--- src/sv/pst_pkg.sv ---
// ----------------------------------------------------------------------------
// pst_pkg - shared types, constants and microcode for the PID controller
// Widths, register indexes, result codes, control word layout, the microcode
// program and the saturating arithmetic helpers.
// ----------------------------------------------------------------------------
`default_nettype none

package pst_pkg;

  // Datapath width of integral, accumulator and previous unclamped output
  localparam int DATA_WIDTH = 32;
  localparam int DW         = DATA_WIDTH;
  // Fixed field widths
  localparam int ERR_W      = 32;
  localparam int GAIN_W     = 32;
  localparam int CFG_W      = 32;
  localparam int CFG_IDX_W  = 4;
  localparam int FRAC_W     = 16;
  // Simpson integrand eb + 4*el + e is kept exact
  localparam int SUM_W      = ERR_W + 3;
  localparam int MAXW       = (DW > ERR_W) ? DW : ERR_W;
  localparam int ADD_W      = MAXW + 1;
  localparam int MA_W       = (SUM_W > DW) ? SUM_W : DW;
  localparam int P_W        = MA_W + GAIN_W;

  // Configuration register indexes
  typedef enum logic [CFG_IDX_W-1:0] {
    REG_PROP_GAIN    = 4'd0,
    REG_INT_GAIN_SIM = 4'd1,
    REG_INT_GAIN_TRP = 4'd2,
    REG_AW_GAIN_SIM  = 4'd3,
    REG_AW_GAIN_TRP  = 4'd4,
    REG_DERIV_GAIN   = 4'd5,
    REG_OUT_HIGH     = 4'd6,
    REG_OUT_LOW      = 4'd7
  } reg_idx_t;

  // limit_hit codes
  typedef enum logic [1:0] {
    HIT_NONE = 2'd0,
    HIT_HIGH = 2'd1,
    HIT_LOW  = 2'd2
  } hit_t;

  // Microcode fields
  typedef enum logic [1:0] {
    MS_ISUM = 2'd0,
    MS_TMP  = 2'd1,
    MS_DIFF = 2'd2,
    MS_ACC  = 2'd3
  } mul_src_t;

  typedef enum logic [1:0] {
    G_INT   = 2'd0,
    G_AW    = 2'd1,
    G_DERIV = 2'd2,
    G_PROP  = 2'd3
  } gain_sel_t;

  typedef enum logic [2:0] {
    AO_HOLD      = 3'd0,
    AO_LOAD_Q    = 3'd1,
    AO_ADD_Q     = 3'd2,
    AO_ADD_INTEG = 3'd3,
    AO_ADD_ERR   = 3'd4
  } acc_op_t;

  typedef enum logic [1:0] {
    J_NEXT     = 2'd0,
    J_WAIT_IN  = 2'd1,
    J_WAIT_OUT = 2'd2
  } jmp_t;

  typedef struct packed {
    logic      mul_en;
    mul_src_t  mul_src;
    gain_sel_t gain;
    acc_op_t   acc_op;
    logic      tmp_en;
    logic      integ_en;
    logic      commit;
    jmp_t      jmp;
  } ucode_t;

  // Control from sequencer to datapath, qualified by handshakes
  typedef struct packed {
    logic      load_in;
    logic      mul_en;
    mul_src_t  mul_src;
    gain_sel_t gain;
    acc_op_t   acc_op;
    logic      tmp_en;
    logic      integ_en;
    logic      commit;
  } ctl_t;

  localparam int STEPS  = 10;
  localparam int STEP_W = $clog2(STEPS);

  localparam ucode_t UC_NOP = '{
    mul_en: 1'b0, mul_src: MS_ISUM, gain: G_INT, acc_op: AO_HOLD,
    tmp_en: 1'b0, integ_en: 1'b0, commit: 1'b0, jmp: J_NEXT
  };

  // Program: one control word per step
  function automatic ucode_t ucode_rom(input logic [STEP_W-1:0] step);
    ucode_t uc;
    uc = UC_NOP;
    case (step)
      4'd0: begin                    // wait for a sample
        uc.jmp = J_WAIT_IN;
      end
      4'd1: begin                    // anti-windup excess; integrand * Ki
        uc.tmp_en  = 1'b1;
        uc.mul_en  = 1'b1;
        uc.mul_src = MS_ISUM;
        uc.gain    = G_INT;
      end
      4'd2: begin                    // excess * Kaw
        uc.mul_en  = 1'b1;
        uc.mul_src = MS_TMP;
        uc.gain    = G_AW;
        uc.acc_op  = AO_LOAD_Q;
      end
      4'd3: begin                    // (e - eb) * Kd
        uc.mul_en  = 1'b1;
        uc.mul_src = MS_DIFF;
        uc.gain    = G_DERIV;
        uc.acc_op  = AO_ADD_Q;
      end
      4'd4: begin
        uc.acc_op = AO_ADD_INTEG;
      end
      4'd5: begin                    // acc now holds I; add D
        uc.integ_en = 1'b1;
        uc.acc_op   = AO_ADD_Q;
      end
      4'd6: begin
        uc.acc_op = AO_ADD_ERR;
      end
      4'd7: begin                    // (I + D + e) * Kp
        uc.mul_en  = 1'b1;
        uc.mul_src = MS_ACC;
        uc.gain    = G_PROP;
      end
      4'd8: begin
        uc.acc_op = AO_LOAD_Q;
      end
      4'd9: begin                    // clamp, update state, emit
        uc.commit = 1'b1;
        uc.jmp    = J_WAIT_OUT;
      end
      default: begin
        uc = UC_NOP;
      end
    endcase
    return uc;
  endfunction

  // Saturate a sum of two sign-extended operands to DW bits
  function automatic logic signed [DW-1:0] sat_add(
    input logic signed [ADD_W-1:0] a,
    input logic signed [ADD_W-1:0] b
  );
    logic signed [ADD_W:0] s;
    logic signed [ADD_W:0] hi_lim;
    logic signed [ADD_W:0] lo_lim;
    s      = (ADD_W+1)'(a) + (ADD_W+1)'(b);
    hi_lim = {{(ADD_W+2-DW){1'b0}}, {(DW-1){1'b1}}};
    lo_lim = ~hi_lim;
    if (s > hi_lim) begin
      return hi_lim[DW-1:0];
    end else if (s < lo_lim) begin
      return lo_lim[DW-1:0];
    end
    return s[DW-1:0];
  endfunction

  // Q16.16 product: floor shift then saturate to DW bits
  function automatic logic signed [DW-1:0] sat_prod(input logic signed [P_W-1:0] p);
    logic signed [P_W-1:0] sh;
    logic signed [P_W-1:0] hi_lim;
    logic signed [P_W-1:0] lo_lim;
    sh     = p >>> FRAC_W;
    hi_lim = {{(P_W-DW+1){1'b0}}, {(DW-1){1'b1}}};
    lo_lim = ~hi_lim;
    if (sh > hi_lim) begin
      return hi_lim[DW-1:0];
    end else if (sh < lo_lim) begin
      return lo_lim[DW-1:0];
    end
    return sh[DW-1:0];
  endfunction

endpackage

`default_nettype wire

--- src/sv/pst_ctrl.sv ---
// ----------------------------------------------------------------------------
// pst_ctrl - microcode sequencer
// Step counter, program ROM lookup and conditional jumps on the handshakes.
// ----------------------------------------------------------------------------
`default_nettype none

module pst_ctrl
  import pst_pkg::*;
(
  input  wire logic clk,
  input  wire logic rst_n,
  input  wire logic in_valid,
  output logic      in_stall,
  input  wire logic out_busy,
  output ctl_t      ctl
);

  logic [STEP_W-1:0] step_r, step_nxt;
  ucode_t            uc;
  logic              take;

  assign uc       = ucode_rom(step_r);
  assign in_stall = (uc.jmp != J_WAIT_IN);
  assign take     = in_valid && (uc.jmp == J_WAIT_IN);

  always_comb begin
    step_nxt = step_r;
    case (uc.jmp)
      J_WAIT_IN: begin
        if (take) begin
          step_nxt = step_r + 1'b1;
        end
      end
      J_WAIT_OUT: begin
        if (!out_busy) begin
          step_nxt = '0;
        end
      end
      J_NEXT: begin
        step_nxt = step_r + 1'b1;
      end
      default: begin
        step_nxt = '0;
      end
    endcase
  end

  always_ff @(posedge clk) begin
    if (!rst_n) begin
      step_r <= '0;
    end else begin
      step_r <= step_nxt;
    end
  end

  always_comb begin
    ctl.load_in  = take;
    ctl.mul_en   = uc.mul_en;
    ctl.mul_src  = uc.mul_src;
    ctl.gain     = uc.gain;
    ctl.acc_op   = uc.acc_op;
    ctl.tmp_en   = uc.tmp_en;
    ctl.integ_en = uc.integ_en;
    ctl.commit   = uc.commit && !out_busy;
  end

endmodule

`default_nettype wire

--- config.mk ---
export PLATFORM = sky130hd
export DESIGN_NAME = pst_ctrl
export DESIGN_NICKNAME = d
export VERILOG_FILES = /design/src/sv/pst_pkg.sv /design/src/sv/pst_ctrl.sv
export SDC_FILE = /design/constraint.sdc
export NUM_CORES = 1
export LEC_CHECK = 0
export BUFFER_PORTS_ARGS = -buffer_cell sky130_fd_sc_hd__buf_2
export CAP_MARGIN = 0
export CELL_PAD_IN_SITES_DETAIL_PLACEMENT = 0
export CELL_PAD_IN_SITES_GLOBAL_PLACEMENT = 1
export CORE_MARGIN = 4
export CORE_UTILIZATION = 26
export DETAILED_ROUTE_END_ITERATION = 12
export PLACE_DENSITY = 0.75
export SKIP_CTS_REPAIR_TIMING = 1
export SYNTH_ARGS = -nofsm -noshare
export SYNTH_HDL_FRONTEND = slang
export SYNTH_SLANG_ARGS = --single-unit
--- constraint.sdc ---
create_clock -name clk -period 1.5 [get_ports clk]
set_clock_uncertainty 0.05 [all_clocks]
set_input_delay 0.3 -clock clk [delete_from_list [all_inputs] [get_ports clk]]
set_output_delay 0.3 -clock clk [all_outputs]
set_load 0.01 [all_outputs]
==> results.toml <==
[logic_synthesis]
synth_commonest_cells = "nand2_1 (7), a21oi_1 (5), buf_4 (5)"
synth-compound-area-share_pct = 25.4
synth_seq_cells = 4
synth_most_common_cell = "nand2_1"
synth_top_area_share_pct = 23.5
synth_top_family_by_area = "simple AND/OR/NAND/NOR gates"
synth-seq-area-share_pct = 23.5
synth_mux_area_share_pct = 0
synth-async-reset-ratio_pct = 0
synth_xor_area_share_pct = 2.57
synth_fp_nets = 54
synth_edf_count = 0
synth.distinct_cells = 21
avgSynthCellArea_um2 = 6.81
synthSimpleGateAreaFrac_pct = 31.3
yosysTopAreaCell = "dfxtp_1"
synthTopCellsByArea = "dfxtp_1 (24%), buf_4 (11%), nand2_1 (7.7%)"
synth_adder_area_share_pct = 0
synthCells = 50
ys.flop_type = "dfxtp_1"
synth_warnings = 0
netlist_area_um2 = 340

[cells_and_area]
area_growth_pct = 34.2
fillCellCount = 127
largestRegisters = "step_r (4)"
seqCellArea_um2 = 95.1
finish.instance_area_um2 = 457
diodes = 0
largest-register = "step_r"
drive_gt1_share_pct = 44.4
largest_register_ffs = 4
final_net_count = 69
multi_input_area_um2 = 219

[global_route]
grt-ovfl-total = 0
met1_usage_pct = 11.8
grt_pass1_vias = 327
grtUsageMet3_pct = 4.47
grt_usage_pct = 9.45
grt_use_met2_pct = 12.2
grt_pass1_wl_um = 1350
grt_antenna_before_repair = 0
grt_max_degree = 15
grt-busiest-layer = "met2"

[worst_setup_path]
r2r_slack_ps = 230
cp-start-kind = "register"
worst-path-max-fanout = 13
crit_chain = "nor2_2, and4b_1, buf_2"
rr_endpoint = "step_r[0]$_SDFFE_PN0P_"
required_ps = 1150
path_class = "register to output port"
ff2ff_path_depth = 4
worstPathArrival_ps = 1140
r2r-start = "step_r[2]$_SDFFE_PN0P_"
slowest_delay_ps = 380
end_kind = "output port"
worst_path_max_delay_cell = "dfxtp_4"

[clock_tree]
insertion_delay_ps = 240
cts-root-buf = "clkbuf_4"
cts_buffers = 3
clk_pin_slew_worst_paths_ps = 40
cts_max_level = 1
cts.sinks = 4
cts_tree = "built"
clockBufferDepth = 2

[timing]
drv_slew = 0
tightest_slew_ps = 220
max_clock_freq_mhz = 671
rsz0062_at_grt = "yes"
period_needed_ps = 1490
fin_hold_ws_ps = 261
hold_violations = 0
slew_headroom_pct = 85.2
fin_ws_ps = 10.1
fin_crit_sh_pct = 99.3
setup_tns_ps = 0
setup_viol = 0

[power_and_ir_drop]
vdd_drop_max_uv = 297
leakage_nw = 0.230
total_power_mw = 0.380
powerDensity_nw_per_um2 = 831

[detailed_routing]
antenna_left = 0
wl_per_cell_um = 11.3
remaining_drc_errors = 0
num_vias = 378
first_pass_iters = 4
routed_wl_um = 869
drt_iter0_markers = 7
vias_per_cell = 4.91

[placed_design]
dp.final_hpwl_um = 596
place_area_um2 = 398
place_ws_ps = 144
place_congestion = 0.809
port_buffers = 16

[floorplanning]
chipHeight_um = 44.2
start_util_pct = 29.1
die_x_um = 44.2
dieArea_um2 = 1950
io_pins = 17
fp-row-count = 12
core_region_area_um2 = 1170

[worst_hold_path]
min_to = "step_r[0]$_SDFFE_PN0P_"
min-delay-start = "rst_n"
min_path_type = "primary input to register"
worstHoldPathCells = 3

[run_status]
status = "completed"

[run]
cap_violations = 0
## per-stage QoR
stage                     util, %  instances
after floorplan                 -         50
after global placement       34.0         74
after detailed placement     34.0         74
after CTS                    35.9         77
after global routing         39.0         77
final                        39.0         77
## area by class of cell
| class | count | share of cell area, % |
|---|---|---|
| inverter | 3 | 2.47 |
| timing repair buffer | 17 | 20.0 |
| sequential | 4 | 20.8 |
| multi-input combinational | 36 | 47.9 |
| tap | 14 | 3.84 |
| clock buffer | 3 | 4.93 |
## per-layer routing
metal | part of all wire [%] | vias up
met4 | 0 | 0
met3 | 10 | 0
li1 | - | 196
met2 | 44 | 17
met5 | 0 | -
met1 | 45 | 165
## cell usage in the layout (no fill, tap or decap)
cell type,count
dfxtp_4,4
buf_2,16
xor2_1,1
a211o_1,1
a21boi_1,1
nand2b_4,1
nand2_1,7
a211oi_1,1
nand3b_1,1
inv_1,3
or4_1,1
a21oi_1,3
clkbuf_4,3
nor2_2,1
and3_1,2
a21oi_2,2
and4b_1,1
o21ai_1,1
o211a_1,1
nor2_1,3
o21ai_0,3
a21boi_0,1
nand2b_1,1
nor3_1,1
buf_6,1
nand3_1,2
## worst max-delay path: cells and delay by family (launching register included)
family | cells | cell delay, ps
buffers and inverters | 1 | 130
DFF | 1 | 380
and+or+nand+nor | 2 | 400
## worst max-delay path by stage
stage / startpoint / to / slack, ps / cells after the start
3_5_place_dp: step_r[3]$_SDFFE_PN0P_ / ctl[3] / 140 / 3
6_report: step_r[1]$_SDFFE_PN0P_ / ctl[0] / 10 / 3
3_3_place_gp: step_r[3]$_SDFFE_PN0P_ / ctl[3] / 110 / 3
4_1_cts: step_r[3]$_SDFFE_PN0P_ / ctl[3] / -110 / 3
5_1_grt: step_r[1]$_SDFFE_PN0P_ / ctl[0] / -50 / 3
2_1_floorplan: step_r[3]$_SDFFE_PN0P_ / ctl[8] / 110 / 4
## logic make-up after synthesis
family | Yosys count
xor gates and xnor gates | 1
AOI/OAI and AO/OA | 14
DFF | 4
buffers and inverters | 10
and+or+nand+nor | 21
## power by group
part | leakage, nW | switching (mW) | internal [mW] | total, mW
clock network | 0.0138 | 0.0471 | 0.0897 | 0.137
logic | 0.181 | 0.0582 | 0.0519 | 0.110
registers | 0.0356 | 0.0207 | 0.112 | 0.133
Power figures use the tool's default switching activity.
